[src/design/lsc_pkg.sv]
// Shared types and constants for the link statistics counters.
`timescale 1ns / 1ps

package lsc_pkg;

  // Default widths of the counters and latency sums
  localparam int unsigned COUNT_WIDTH_DEF = 32;
  localparam int unsigned SUM_WIDTH_DEF   = 48;

  // Fixed field widths
  localparam int unsigned CMD_W  = 5;
  localparam int unsigned LAT_W  = 16;
  localparam int unsigned SEL_W  = 5;
  localparam int unsigned STAT_W = 48;

  localparam logic [LAT_W-1:0] LAT_MAX = 16'hFFFF;

  // Event counter store
  localparam int unsigned NUM_COUNTERS = 15;
  localparam int unsigned CNT_AW       = $clog2(NUM_COUNTERS);
  localparam logic [CNT_AW-1:0] CNT_IDX_RCVD  = 4'd1;
  localparam logic [CNT_AW-1:0] CNT_IDX_TOTAL = 4'd14;

  // Command codes
  localparam logic [CMD_W-1:0] CMD_SENT      = 5'd1;
  localparam logic [CMD_W-1:0] CMD_ACK_RCVD  = 5'd4;
  localparam logic [CMD_W-1:0] CMD_ERR_FIRST = 5'd5;
  localparam logic [CMD_W-1:0] CMD_ERR_LAST  = 5'd14;
  localparam logic [CMD_W-1:0] CMD_TX_LAT    = 5'd15;
  localparam logic [CMD_W-1:0] CMD_RX_LAT    = 5'd16;
  localparam logic [CMD_W-1:0] CMD_CLEAR     = 5'd17;

  // Statistic index map
  localparam logic [SEL_W-1:0] STAT_TX_BASE = 5'd15;
  localparam logic [SEL_W-1:0] STAT_RX_BASE = 5'd20;
  localparam logic [SEL_W-1:0] STAT_END     = 5'd25;

  // Field within one direction's latency record
  localparam logic [2:0] FLD_COUNT = 3'd0;
  localparam logic [2:0] FLD_MAX   = 3'd1;
  localparam logic [2:0] FLD_MIN   = 3'd2;
  localparam logic [2:0] FLD_SUM   = 3'd3;

  // Sequencer states
  typedef enum logic [3:0] {
    ST_IDLE,
    ST_CNT_RD,
    ST_CNT_WR,
    ST_LAT_RD,
    ST_LAT_UPD,
    ST_DIV,
    ST_LAT_WR,
    ST_SEL_RD,
    ST_RESP
  } lsc_state_e;

endpackage

[src/design/lsc_if.sv]
// Item channels: event input and statistic result.
`timescale 1ns / 1ps

interface lsc_in_if
  import lsc_pkg::*;
();
  logic             valid;
  logic             ready;
  logic [CMD_W-1:0] command;
  logic [LAT_W-1:0] latency_value;
  logic [SEL_W-1:0] stat_index;

  modport source (output valid, command, latency_value, stat_index, input ready);
  modport sink   (input valid, command, latency_value, stat_index, output ready);
endinterface

interface lsc_out_if
  import lsc_pkg::*;
();
  logic              valid;
  logic              ready;
  logic [STAT_W-1:0] stat_value;

  modport source (output valid, stat_value, input ready);
  modport sink   (input valid, stat_value, output ready);
endinterface

[src/design/link_statistics_counters_unit.sv]
// Top level of the link statistics counters.
`timescale 1ns / 1ps

// Takes one event item at a time and returns the selected statistic after the
// update. The fifteen event counters sit in a small synchronous memory and the
// two latency records (count, max, min, sum, average for tx and rx) in a second
// two-entry memory; each update is a read, modify and write back. Per-entry
// valid bits give reset and clear without a clearing pass. Events that change
// nothing or clear go straight to reading the result; a single counter event
// does one counter update, ack received and error events two; a non-zero
// latency sample also runs the bit-serial divider that forms the average,
// unless the sample count wraps to zero and the divide is skipped. The input is
// ready again once the result is loaded into the output register.

module link_statistics_counters_unit
  import lsc_pkg::*;
#(
  parameter int unsigned COUNT_WIDTH = COUNT_WIDTH_DEF,
  parameter int unsigned SUM_WIDTH   = SUM_WIDTH_DEF
) (
  input  logic      clk_i,
  input  logic      rst_ni,
  lsc_in_if.sink    in_i,
  lsc_out_if.source out_o
);

  localparam int unsigned OFF_MAX = COUNT_WIDTH;
  localparam int unsigned OFF_MIN = OFF_MAX + LAT_W;
  localparam int unsigned OFF_SUM = OFF_MIN + LAT_W;
  localparam int unsigned OFF_AVG = OFF_SUM + SUM_WIDTH;
  localparam int unsigned LREC_W  = OFF_AVG + LAT_W;

  lsc_state_e state_q, state_d;

  logic [LAT_W-1:0]  lat_q;
  logic [SEL_W-1:0]  sel_q;
  logic [CNT_AW-1:0] cur_addr_q, cur_addr_d;
  logic              pend_q, pend_d;
  logic [CNT_AW-1:0] pend_addr_q, pend_addr_d;
  logic              dir_q, dir_d;

  // Memories and their valid bits
  logic [COUNT_WIDTH-1:0] cnt_mem [NUM_COUNTERS];
  logic [LREC_W-1:0]      lat_mem [2];
  logic [NUM_COUNTERS-1:0] cnt_vld_q;
  logic [1:0]             lat_vld_q;
  logic [COUNT_WIDTH-1:0] cnt_rdata_q;
  logic [LREC_W-1:0]      lat_rdata_q;
  logic                   cnt_rvld_q;
  logic                   lat_rvld_q;

  logic                   cnt_we;
  logic [CNT_AW-1:0]      cnt_raddr;
  logic [COUNT_WIDTH-1:0] cnt_base;
  logic                   lat_we;
  logic                   lat_raddr;
  logic                   clear_all;

  // Latency record being updated
  logic [COUNT_WIDTH-1:0] rd_count, new_count, upd_count_q;
  logic [LAT_W-1:0]       rd_max, new_max, upd_max_q;
  logic [LAT_W-1:0]       rd_min, new_min, upd_min_q;
  logic [SUM_WIDTH-1:0]   rd_sum, new_sum, upd_sum_q;
  logic [LAT_W-1:0]       rd_avg, upd_avg_q;
  logic                   upd_ld;
  logic                   avg_ld;

  logic                   div_start;
  logic                   div_done;
  logic [LAT_W-1:0]       div_quot;

  logic                   out_valid_q;
  logic [STAT_W-1:0]      out_data_q;
  logic [STAT_W-1:0]      out_data_d;
  logic                   out_ld;
  logic                   in_acc;
  logic [SEL_W-1:0]       fld_full;
  logic [2:0]             fld;

  assign in_acc = in_i.valid && in_i.ready;

  // Sequencer
  always_ff @(posedge clk_i or negedge rst_ni) begin
    if (!rst_ni) begin
      state_q <= ST_IDLE;
      pend_q  <= 1'b0;
    end else begin
      state_q <= state_d;
      pend_q  <= pend_d;
    end
  end

  always_comb begin
    state_d     = state_q;
    cur_addr_d  = cur_addr_q;
    pend_d      = pend_q;
    pend_addr_d = pend_addr_q;
    dir_d       = dir_q;
    cnt_raddr   = cur_addr_q;
    cnt_we      = 1'b0;
    lat_raddr   = dir_q;
    lat_we      = 1'b0;
    clear_all   = 1'b0;
    upd_ld      = 1'b0;
    avg_ld      = 1'b0;
    div_start   = 1'b0;
    out_ld      = 1'b0;
    in_i.ready  = 1'b0;
    case (state_q)
      ST_IDLE: begin
        in_i.ready = 1'b1;
        if (in_i.valid) begin
          if (in_i.command >= CMD_SENT && in_i.command <= CMD_ERR_LAST) begin
            cur_addr_d  = CNT_AW'(in_i.command - CMD_SENT);
            pend_d      = (in_i.command >= CMD_ACK_RCVD);
            pend_addr_d = (in_i.command >= CMD_ERR_FIRST) ? CNT_IDX_TOTAL : CNT_IDX_RCVD;
            state_d     = ST_CNT_RD;
          end else if ((in_i.command == CMD_TX_LAT || in_i.command == CMD_RX_LAT) &&
                       in_i.latency_value != '0) begin
            dir_d   = (in_i.command == CMD_RX_LAT);
            state_d = ST_LAT_RD;
          end else begin
            clear_all = (in_i.command == CMD_CLEAR);
            state_d   = ST_SEL_RD;
          end
        end
      end
      ST_CNT_RD: begin
        state_d = ST_CNT_WR;
      end
      ST_CNT_WR: begin
        cnt_we = 1'b1;
        if (pend_q) begin
          cur_addr_d = pend_addr_q;
          pend_d     = 1'b0;
          state_d    = ST_CNT_RD;
        end else begin
          state_d = ST_SEL_RD;
        end
      end
      ST_LAT_RD: begin
        state_d = ST_LAT_UPD;
      end
      ST_LAT_UPD: begin
        upd_ld = 1'b1;
        if (new_count != '0) begin
          div_start = 1'b1;
          state_d   = ST_DIV;
        end else begin
          state_d = ST_LAT_WR;
        end
      end
      ST_DIV: begin
        if (div_done) begin
          avg_ld  = 1'b1;
          state_d = ST_LAT_WR;
        end
      end
      ST_LAT_WR: begin
        lat_we  = 1'b1;
        state_d = ST_SEL_RD;
      end
      ST_SEL_RD: begin
        cnt_raddr = (sel_q < SEL_W'(NUM_COUNTERS)) ? sel_q[CNT_AW-1:0] : '0;
        lat_raddr = (sel_q >= STAT_RX_BASE);
        state_d   = ST_RESP;
      end
      ST_RESP: begin
        // keep reading the selected entry while the output is stalled
        cnt_raddr = (sel_q < SEL_W'(NUM_COUNTERS)) ? sel_q[CNT_AW-1:0] : '0;
        lat_raddr = (sel_q >= STAT_RX_BASE);
        if (!out_valid_q || out_o.ready) begin
          out_ld  = 1'b1;
          state_d = ST_IDLE;
        end
      end
      default: begin
        state_d = ST_IDLE;
      end
    endcase
  end

  // Item and address registers
  always_ff @(posedge clk_i) begin
    if (in_acc) begin
      lat_q <= in_i.latency_value;
      sel_q <= in_i.stat_index;
    end
    cur_addr_q  <= cur_addr_d;
    pend_addr_q <= pend_addr_d;
    dir_q       <= dir_d;
  end

  // Counter increment
  assign cnt_base = cnt_rvld_q ? cnt_rdata_q : '0;

  // Memories: one write and one registered read per cycle each
  always_ff @(posedge clk_i) begin
    if (cnt_we) begin
      cnt_mem[cur_addr_q] <= cnt_base + COUNT_WIDTH'(1);
    end
    cnt_rdata_q <= cnt_mem[cnt_raddr];
  end

  always_ff @(posedge clk_i) begin
    if (lat_we) begin
      lat_mem[dir_q] <= {upd_avg_q, upd_sum_q, upd_min_q, upd_max_q, upd_count_q};
    end
    lat_rdata_q <= lat_mem[lat_raddr];
  end

  // Valid bits: an entry not written since reset or clear reads as its reset value
  always_ff @(posedge clk_i or negedge rst_ni) begin
    if (!rst_ni) begin
      cnt_vld_q  <= '0;
      lat_vld_q  <= '0;
      cnt_rvld_q <= 1'b0;
      lat_rvld_q <= 1'b0;
    end else begin
      cnt_rvld_q <= cnt_vld_q[cnt_raddr];
      lat_rvld_q <= lat_vld_q[lat_raddr];
      if (clear_all) begin
        cnt_vld_q <= '0;
        lat_vld_q <= '0;
      end else begin
        if (cnt_we) begin
          cnt_vld_q[cur_addr_q] <= 1'b1;
        end
        if (lat_we) begin
          lat_vld_q[dir_q] <= 1'b1;
        end
      end
    end
  end

  // Unpack the latency record read from memory
  assign rd_count = lat_rvld_q ? lat_rdata_q[0 +: COUNT_WIDTH]     : '0;
  assign rd_max   = lat_rvld_q ? lat_rdata_q[OFF_MAX +: LAT_W]     : '0;
  assign rd_min   = lat_rvld_q ? lat_rdata_q[OFF_MIN +: LAT_W]     : LAT_MAX;
  assign rd_sum   = lat_rvld_q ? lat_rdata_q[OFF_SUM +: SUM_WIDTH] : '0;
  assign rd_avg   = lat_rvld_q ? lat_rdata_q[OFF_AVG +: LAT_W]     : '0;

  // New sample
  assign new_count = rd_count + COUNT_WIDTH'(1);
  assign new_max   = (lat_q > rd_max) ? lat_q : rd_max;
  assign new_min   = (lat_q < rd_min) ? lat_q : rd_min;
  assign new_sum   = rd_sum + SUM_WIDTH'(lat_q);

  always_ff @(posedge clk_i) begin
    if (upd_ld) begin
      upd_count_q <= new_count;
      upd_max_q   <= new_max;
      upd_min_q   <= new_min;
      upd_sum_q   <= new_sum;
      upd_avg_q   <= rd_avg;
    end else if (avg_ld) begin
      upd_avg_q <= div_quot;
    end
  end

  // Average = sum / count; a wrapped count of zero keeps the old average
  lsc_div #(
    .SUM_WIDTH   (SUM_WIDTH),
    .COUNT_WIDTH (COUNT_WIDTH)
  ) u_div (
    .clk_i      (clk_i),
    .rst_ni     (rst_ni),
    .start_i    (div_start),
    .dividend_i (new_sum),
    .divisor_i  (new_count),
    .done_o     (div_done),
    .quot_o     (div_quot)
  );

  // Result selection
  assign fld_full = (sel_q >= STAT_RX_BASE) ? (sel_q - STAT_RX_BASE) : (sel_q - STAT_TX_BASE);
  assign fld      = fld_full[2:0];

  always_comb begin
    out_data_d = '0;
    if (sel_q < SEL_W'(NUM_COUNTERS)) begin
      out_data_d = STAT_W'(cnt_base);
    end else if (sel_q < STAT_END) begin
      case (fld)
        FLD_COUNT: out_data_d = STAT_W'(rd_count);
        FLD_MAX:   out_data_d = STAT_W'(rd_max);
        FLD_MIN:   out_data_d = STAT_W'(rd_min);
        FLD_SUM:   out_data_d = STAT_W'(rd_sum);
        default:   out_data_d = STAT_W'(rd_avg);
      endcase
    end
  end

  // Output register
  always_ff @(posedge clk_i or negedge rst_ni) begin
    if (!rst_ni) begin
      out_valid_q <= 1'b0;
    end else if (out_ld) begin
      out_valid_q <= 1'b1;
    end else if (out_o.ready) begin
      out_valid_q <= 1'b0;
    end
  end

  always_ff @(posedge clk_i) begin
    if (out_ld) begin
      out_data_q <= out_data_d;
    end
  end

  assign out_o.valid      = out_valid_q;
  assign out_o.stat_value = out_data_q;

  // Checks
  a_one_in_flight: assert property (@(posedge clk_i) disable iff (!rst_ni)
    in_acc |=> !in_i.ready)
    else $error("input accepted while an item is in flight");

  a_div_in_state: assert property (@(posedge clk_i) disable iff (!rst_ni)
    div_done |-> state_q == ST_DIV)
    else $error("divider finished outside the divide state");

  a_clear_all: assert property (@(posedge clk_i) disable iff (!rst_ni)
    (in_acc && in_i.command == CMD_CLEAR) |=> (cnt_vld_q == '0 && lat_vld_q == '0))
    else $error("clear left a valid entry");

  a_result_load: assert property (@(posedge clk_i) disable iff (!rst_ni)
    $rose(out_valid_q) |-> $past(state_q) == ST_RESP)
    else $error("result raised outside the response state");

endmodule

[src/design/lsc_div.sv]
// Bit-serial restoring divider for the latency average, saturated to 16 bits.
`timescale 1ns / 1ps

module lsc_div
  import lsc_pkg::*;
#(
  parameter int unsigned SUM_WIDTH   = SUM_WIDTH_DEF,
  parameter int unsigned COUNT_WIDTH = COUNT_WIDTH_DEF
) (
  input  logic                   clk_i,
  input  logic                   rst_ni,
  input  logic                   start_i,
  input  logic [SUM_WIDTH-1:0]   dividend_i,
  input  logic [COUNT_WIDTH-1:0] divisor_i,
  output logic                   done_o,
  output logic [LAT_W-1:0]       quot_o
);

  localparam int unsigned STEP_W = $clog2(SUM_WIDTH + 1);

  logic                   busy_q;
  logic                   done_q;
  logic [STEP_W-1:0]      step_q;
  logic [SUM_WIDTH-1:0]   quo_q;
  logic [COUNT_WIDTH-1:0] rem_q;
  logic [COUNT_WIDTH-1:0] dvs_q;

  logic [COUNT_WIDTH:0]   rem_sh;
  logic [COUNT_WIDTH:0]   rem_sub;
  logic                   ge;

  // One quotient bit per cycle: shift in the next dividend bit, trial subtract
  assign rem_sh  = {rem_q, quo_q[SUM_WIDTH-1]};
  assign ge      = rem_sh >= {1'b0, dvs_q};
  assign rem_sub = rem_sh - {1'b0, dvs_q};

  // Control
  always_ff @(posedge clk_i or negedge rst_ni) begin
    if (!rst_ni) begin
      busy_q <= 1'b0;
      done_q <= 1'b0;
      step_q <= '0;
    end else begin
      done_q <= busy_q && (step_q == STEP_W'(1));
      if (start_i) begin
        busy_q <= 1'b1;
        step_q <= STEP_W'(SUM_WIDTH);
      end else if (busy_q) begin
        step_q <= step_q - STEP_W'(1);
        if (step_q == STEP_W'(1)) begin
          busy_q <= 1'b0;
        end
      end
    end
  end

  // Datapath: dividend shifts out the top as quotient bits enter the bottom
  always_ff @(posedge clk_i) begin
    if (start_i) begin
      quo_q <= dividend_i;
      rem_q <= '0;
      dvs_q <= divisor_i;
    end else if (busy_q) begin
      quo_q <= {quo_q[SUM_WIDTH-2:0], ge};
      rem_q <= ge ? rem_sub[COUNT_WIDTH-1:0] : rem_sh[COUNT_WIDTH-1:0];
    end
  end

  assign done_o = done_q;
  assign quot_o = (|quo_q[SUM_WIDTH-1:LAT_W]) ? LAT_MAX : quo_q[LAT_W-1:0];

endmodule

[src/flat_wrapper.sv]
// flat-port wrapper written by rule: the top's interface ports become plain ports
module link_statistics_counters_unit_flat import lsc_pkg::*;
#(
  parameter int unsigned COUNT_WIDTH = COUNT_WIDTH_DEF,
  parameter int unsigned SUM_WIDTH   = SUM_WIDTH_DEF
)
  (clk_i, rst_ni, in_i_valid, in_i_command, in_i_latency_value, in_i_stat_index, in_i_ready, out_o_valid, out_o_stat_value, out_o_ready);
  lsc_in_if in_i_i ();
  lsc_out_if out_o_i ();
  input  logic clk_i;
  input  logic rst_ni;
  input wire logic [$bits(in_i_i.valid)-1:0] in_i_valid;
  input wire logic [$bits(in_i_i.command)-1:0] in_i_command;
  input wire logic [$bits(in_i_i.latency_value)-1:0] in_i_latency_value;
  input wire logic [$bits(in_i_i.stat_index)-1:0] in_i_stat_index;
  output wire logic [$bits(in_i_i.ready)-1:0] in_i_ready;
  output wire logic [$bits(out_o_i.valid)-1:0] out_o_valid;
  output wire logic [$bits(out_o_i.stat_value)-1:0] out_o_stat_value;
  input wire logic [$bits(out_o_i.ready)-1:0] out_o_ready;
  assign in_i_i.valid = in_i_valid;
  assign in_i_i.command = in_i_command;
  assign in_i_i.latency_value = in_i_latency_value;
  assign in_i_i.stat_index = in_i_stat_index;
  assign in_i_ready = in_i_i.ready;
  assign out_o_valid = out_o_i.valid;
  assign out_o_stat_value = out_o_i.stat_value;
  assign out_o_i.ready = out_o_ready;
  link_statistics_counters_unit #(.COUNT_WIDTH(COUNT_WIDTH), .SUM_WIDTH(SUM_WIDTH)) u_core (.clk_i(clk_i), .rst_ni(rst_ni), .in_i(in_i_i), .out_o(out_o_i));
endmodule
[config.mk]
export PLATFORM = sky130hd
export DESIGN_NAME = link_statistics_counters_unit_flat
export DESIGN_NICKNAME = d
export VERILOG_FILES = /design/src/design/lsc_pkg.sv /design/src/design/lsc_if.sv /design/src/design/link_statistics_counters_unit.sv /design/src/design/lsc_div.sv /design/src/flat_wrapper.sv
export SDC_FILE = /design/constraint.sdc
export NUM_CORES = 2
export LEC_CHECK = 0
export BUFFER_PORTS_ARGS = -buffer_cell sky130_fd_sc_hd__buf_2
export CORE_MARGIN = 4
export CORE_UTILIZATION = 35
export CTS_CLUSTER_SIZE = 30
export DETAILED_ROUTE_END_ITERATION = 16
export RECOVER_POWER = 100
export SYNTH_ARGS = -nofsm -noshare
export SYNTH_HDL_FRONTEND = slang
export SYNTH_SLANG_ARGS = --single-unit
[constraint.sdc]
create_clock -name clk_i -period 10.8 [get_ports clk_i]
set_clock_uncertainty 0.1 [all_clocks]
set_input_delay 0.54 -clock clk_i [delete_from_list [all_inputs] [get_ports clk_i]]
set_output_delay 0.54 -clock clk_i [all_outputs]
set_load 0.05 [all_outputs]
### Yosys cells after proc, flatten, opt, wreduce, memory -nomap -nowiden

Memories as Yosys holds them, arrays and structs flattened. A register that Yosys moved wholly into a read port is not among the register bits.
Index checks and enable logic that the tools add are counted.

| word-level totals | value |
|---|---|
| memories | 2 |
| logic and storage cells | 176 |
| memory bits (read-only) | 0 |
| memory bits (writable) | 736 |
| bits in latches | 0 |
| register bits after elaboration | 351 |
| output and inout bits | 50 |

Memories:

| name | words | bits a word | rd ports | clocked after Yosys merged registers in | wr ports | line | source |
|---|---|---|---|---|---|---|---|
| u_core.cnt_mem | 15 | 32 | 1 | 1 | 1 | link_statistics_counters_unit.sv:43 | `logic [COUNT_WIDTH-1:0] cnt_mem [NUM_COUNTERS];` |
| u_core.lat_mem | 2 | 128 | 1 | 1 | 1 | link_statistics_counters_unit.sv:44 | `logic [LREC_W-1:0] lat_mem [2];` |

| operators by class | value |
|---|---|
| reductions and logical operators | 27 |
| $lt $le $gt $ge | 16 |
| add/sub/neg operators | 8 |
| div/mod/pow operators | 0 |
| muxes and demuxes | 74 |
| equality and inequality tests | 20 |
| bitwise gates (word level) | 4 |
| multiply operators | 0 |
| shift-type cells | 0 |

Operators by type and width:

| kind | number |
|---|---|
| 48-bit one-hot mux with 4 select lines | 1 |
| 32-bit two-way mux | 5 |
| 48-bit two-way mux | 3 |
| 16-bit two-way mux | 8 |
| 32-bit by 1-bit adder with 32-bit output, second input constant | 2 |
| 48-bit by 16-bit adder with 48-bit output | 1 |
| 4-bit two-way mux | 10 |
| 4-bit one-hot mux with 9 select lines | 1 |
| 33-bit by 32-bit >= comparator with 1-bit output | 1 |
| 32-bit nonzero test | 1 |
| 32-bit OR reduction | 1 |
| 32-bit subtractor | 1 |
| 1-bit two-way mux | 31 |
| 15-bit two-way mux | 2 |
| 4-bit by 3-bit == test with 1-bit output, second input constant | 4 |
| 16-bit greater-than comparator | 1 |
| 16-bit less-than comparator | 1 |
| 16-bit nonzero test | 1 |
| 15-bit bitwise OR | 1 |
| 6-bit two-way mux | 2 |
| 2-bit nonzero test | 6 |
| 5-bit == test, second input constant | 2 |
| 5-bit by 3-bit >= comparator with 1-bit output, second input constant | 2 |
| 4-bit by 5-bit less-than comparator with 1-bit output, second input constant | 2 |
| 37 further kinds | 59 |

### Logic depth before layout (Yosys ltp)

| depth | value |
|---|---|
| depth after elaboration | 8 |
| mapped depth | 21 |
| gate-level depth less buffers | 12 |

### Cells and area by module

A second synthesis with hierarchy kept.

| second synthesis, totals | value |
|---|---|
| cell total of the unflattened synthesis | 4143 |
| area total of the unflattened synthesis | 53188.5 um2 |

Modules (own cells, without submodules):

| module | cells each | area an instance (um2) | times used | seq. area each (um2) |
|---|---|---|---|---|
| link_statistics_counters_unit | 3469 | 46010.4 | 1 | 32055.7 |
| lsc_div | 674 | 7178.1 | 1 | 3243.1 |

### Worst setup path after synthesis

Ideal clock, no wire load.

| timing path | value |
|---|---|
| path kind | register to register |
| start point | register u_core.state_q[3] |
| end point | memory u_core.lat_mem[1][0] (netlist bit), enable pin |
| stages on the path, launching flop included | 5 |
| buffers on the path | 1 |
| data arrival time | 10127 ps |
| path slack | -229 ps |
| data required time | 9899 ps |
| path through | dfrtp_1 -> buf_2 -> nor2b_1 -> nand2_1 -> nor3b_1 |

| between the ends | value |
|---|---|
| longest elaborated chain between the ends | 4 |

RTL lines:

| element | line | source |
|---|---|---|
| start, declared | link_statistics_counters_unit.sv:33 | `lsc_state_e state_q, state_d;` |
| start signal, assigned | link_statistics_counters_unit.sv:88 | `state_q <= state_d;` |
| 4-bit by 3-bit == test with 1-bit output | link_statistics_counters_unit.sv:109 | `case (state_q)` |
| 1-bit two-way mux | link_statistics_counters_unit.sv:109 |  |
| 1-bit two-way mux | link_statistics_counters_unit.sv:206 | `if (lat_we) begin` |
| 1-bit two-way mux (implied by the code) | link_statistics_counters_unit.sv:207 | `lat_mem[dir_q] <= {upd_avg_q, upd_sum_q, upd_min_q, upd_max_q, upd_count_q};` |
| end, declared | link_statistics_counters_unit.sv:44 |  |

No other way between the ends.

### Worst setup path after layout

| timing path | value |
|---|---|
| start point | register u_core.lat_rvld_q |
| end point | register u_core.u_div.quo_q[6], enable pin |

| between the ends | value |
|---|---|
| longest elaborated chain between the ends | 6 |

RTL lines:

| element | line | source |
|---|---|---|
| start, declared | link_statistics_counters_unit.sv:50 | `logic lat_rvld_q;` |
| start signal, assigned | link_statistics_counters_unit.sv:221 | `lat_rvld_q <= lat_vld_q[lat_raddr];` |
| 32-bit two-way mux | link_statistics_counters_unit.sv:237 | `assign rd_count = lat_rvld_q ? lat_rdata_q[0 +: COUNT_WIDTH] : '0;` |
| 32-bit by 1-bit adder with 32-bit output | link_statistics_counters_unit.sv:244 | `assign new_count = rd_count + COUNT_WIDTH'(1);` |
| 32-bit nonzero test | link_statistics_counters_unit.sv:146 | `if (new_count != '0) begin` |
| 1-bit two-way mux | link_statistics_counters_unit.sv:146 |  |
| 1-bit two-way mux | link_statistics_counters_unit.sv:109 |  |
| 2-bit nonzero test (no source line) | n/a |  |
| end signal, assigned | lsc_div.sv:60 | `quo_q <= dividend_i;` |
| end signal, assigned | lsc_div.sv:64 | `quo_q <= {quo_q[SUM_WIDTH-2:0], ge};` |
| end, declared | lsc_div.sv:24 | `logic [SUM_WIDTH-1:0] quo_q;` |

No other way between the ends.
A chain may end at the register's enable or synchronous reset.

==> flow_metrics.env <==
export IMPL_grt_max_degree=199
export IMPL_antenna_left=0
export IMPL_synth_cells=3923
export IMPL_crit_path_end_kind="register"
export IMPL_max_slew_margin_rel_pct=-208
export IMPL_whs_endpoint="u_core.state_q[2]"
export IMPL_cts_setup_buffers=0
export IMPL_core_area_um2=146000
export IMPL_cp_top_family="simple AND/OR/NAND/NOR gates"
export IMPL_cts_buffers=132
export IMPL_htreeDepth=4
export IMPL_synthArstFlopShare_pct=2.65
export IMPL_insertion_delay_ps=760
export IMPL_drive_gt1_share_pct=9.59
export IMPL_synthesis_area_um2=51700
export IMPL_synth_seq_cells=1245
export IMPL_path_class="reg2reg"
export IMPL_nets=4133
export IMPL_worstMarginPinSlew_ps=4630
export IMPL_rr_startpoint="u_core.lat_rvld_q"
export IMPL_grtUsageTotal_pct=16.9
export IMPL_maxCapViolCount=34
export IMPL_max_clock_freq_ghz=0.140
export IMPL_ir_drop_v=0.000419
export IMPL_cp_num_buf_inv=2
export IMPL_tritoncts="done"
export IMPL_design_portCount=80
export IMPL_dr_wl_met3_mm=10.5
export IMPL_cp_arrival_ps=7420
export IMPL_synth_area_leaders="edfxtp_1 (59%), dfxtp_1 (7.4%), nand2_1 (4.5%), mux2_2 (3.2%), ha_1 (2.2%)"
export IMPL_clock_path_buffers=3
export IMPL_synth_main_ff_cell="edfxtp_1"
export IMPL_violations="capacitance limit, slew limit"
export IMPL_rrSetupSlack_ps=3680
export IMPL_min_path_cells=3
export IMPL_crit_path_max_incr_delay_ps=1510
export IMPL_viasPerCell=5.34
export IMPL_finalSetupViolCount=0
export IMPL_synth_edf_count=1020
export IMPL_dp_hpwl_mm=78.6
export IMPL_rr_worst_depth=11
export IMPL_antenna_found_initial=12
export IMPL_rsz0062_at_grt="no"
export IMPL_grt_pass1_wl_mm=197
export IMPL_clock_sinks=1245
export IMPL_p_per_area_nw_per_um2=294
export IMPL_vias=32300
export IMPL_r2r_end="u_core.u_div.quo_q[6]"
export IMPL_final_common_cell="edfxtp_1"
export IMPL_finalSetupTns_ps=0
export IMPL_drt_iter0_markers=2859
export IMPL_ys_seq_area_share_pct=68.3
export IMPL_leakagePower_nw=20.1
export IMPL_final_cell_mix="edfxtp_1 (1,020), nand2_1 (615), nor2_1 (195)"
export IMPL_hp_start="in_i_valid"
export IMPL_slowest_stage="nor4_1"
export IMPL_required_ps=11100
export IMPL_postLayoutCoreUtil_pct=39.9
export IMPL_dieArea_um2=154000
export IMPL_path_cells="nand4_1 -> nor4_1 -> nand3_2 -> o21a_1 -> a2111oi_0 -> nand4_1 -> nor2_1 -> nand2b_1 -> buf_4 -> nand2_1 -> buf_4"
export IMPL_finalHoldViolCount=0
export IMPL_area_delta_synth_final_pct=13.0
export IMPL_period_share_pct=66.0
export IMPL_grt_pass1_vias=30800
export IMPL_status="finished, violations left"
export IMPL_num_rows=140
export IMPL_yosys_warnings=0
export IMPL_drc_errors=0
export IMPL_fin_crit_ps=7120
export IMPL_syn_num_nets=4046
export IMPL_die_x_um=392
export IMPL_routed_top_layer="met5"
export IMPL_wl_mm=132
export IMPL_overflow=0
export IMPL_wl_met2_mm=59.2
export IMPL_wl_per_cell_um=21.9
export IMPL_synth_distinct_cells=87
export IMPL_synth_top_area_share_pct=59.2
export IMPL_dr_pass1_iters=6
export IMPL_crit_fanout=48
export IMPL_port_buffers=79
export IMPL_initial_core_util_pct=35.4
export IMPL_die_y_um=392
export IMPL_gp_congestion=0.880
export IMPL_met1_length_mm=60.2
export IMPL_clk_pin_slew_ps=60
export IMPL_startpoint_type="register"
export IMPL_yosysTopAreaCell="edfxtp_1"
export IMPL_hold_path_class="in2reg"
export IMPL_cts_root_buffer="clkbuf_16"
export IMPL_syn_mean_instance_area_um2=13.2
export IMPL_drv_slew=1239
## how the worst max path moves through the flow
| stage | start | to | slack (ps) | cells after the start |
|---|---|---|---|---|
| global placement | u_core.lat_rvld_q | u_core.u_div.quo_q[46] | 5470 | 13 |
| CTS | u_core.lat_rvld_q | u_core.u_div.quo_q[46] | 5390 | 13 |
| detailed placement | u_core.lat_rvld_q | u_core.u_div.quo_q[46] | 5410 | 13 |
| floorplan | u_core.state_q[3] | u_core.lat_mem[0][0] | 460 | 4 |
| global route | u_core.lat_rvld_q | u_core.u_div.quo_q[2] | 3140 | 11 |
| finish | u_core.lat_rvld_q | u_core.u_div.quo_q[6] | 3680 | 11 |
## flip-flops by register name (all words and copies together) (netlist names), 32 cells and up
signal / flops
u_core.u_div.dvs_q: 32
u_core.cnt_rdata_q: 32
u_core.upd_sum_q: 48
u_core.out_o.stat_value: 48
u_core.u_div.quo_q: 48
u_core.lat_rdata_q: 128
u_core.u_div.rem_q: 32
u_core.upd_count_q: 32
u_core.lat_mem: 256
u_core.cnt_mem: 480
## what timing repair did
| action | in CTS | in global routing |
|---|---|---|
| hold buffers | 22 | 0 |
| setup endpoints to repair | 0 | 0 |
| resized for setup | 0 | 0 |
| endpoints found under the hold margin | 54 | 0 |
## per-stage QoR
stage	area (um^2)	hold WS, ps	instances	setup slack [ps]	total power [mW]
6_report	58400	97.6	6043	3680	17.2
5_1_grt	58400	90.0	6039	3140	18.1
4_1_cts	59000	6.98	6038	5390	17.3
3_5_place_dp	54400	329	5771	5410	12.7
3_3_place_gp	54400	322	5771	5470	12.6
2_1_floorplan	51700	144	3923	458	11.0
## layout make-up
class | count | area [um^2]
Fill cell | 13700 | 87800
Sequential cell | 1245 | 35300
Multi-Input combinational cell | 2376 | 15100
Clock buffer | 179 | 3690
Tap cell | 1917 | 2400
Timing Repair Buffer | 164 | 881
Clock inverter | 66 | 673
Inverter | 91 | 347
Antenna cell | 5 | 12.5
## routing by layer
metal / vias to the layer above / track usage [%]
li1: 14800 / -
met1: 16200 / 24.3
met4: 4 / 4.73
met3: 185 / 3.55
met2: 1112 / 25.9
met5: - / 0
## cell families (layout without fill, tap and decap cells)
family	after synthesis	after routing	share of synthesized area (%)
other	0	5	0
buffers and inverters	302	500	2.34
xor gates and xnor gates	116	116	1.96
AOI/OAI and AO/OA	667	667	8.96
DFF	1245	1245	68.3
muxes	208	208	4.67
and+or+nand+nor	1292	1292	11.5
adders and majority gates	93	93	2.28
## synthesized netlist by cell type (58+ instances only)
cell	count
edfxtp_1	1020
nand2_1	615
nor2_1	199
dfxtp_1	192
clkbuf_1	165
a21oi_1	160
mux2_2	147
nand3_1	141
a311oi_1	98
ha_1	91
inv_1	88
o21ai_0	76
xnor2_1	76
a31oi_1	58
## tightest hold or removal path: cells and delay by family
kind | cells | cell delay [ps]
buf+inv | 2 | 270
compound gates | 1 | 90
## power by group
part	internal (mW)	total, mW	leakage, nW	switching [mW]
sequential	6.58	7.16	11.4	0.582
combinational	1.89	5.45	6.63	3.56
clock	2.65	4.57	2.12	1.91
total	11.1	17.2	20.1	6.06
No activity file was read; power rests on OpenSTA's default activity.
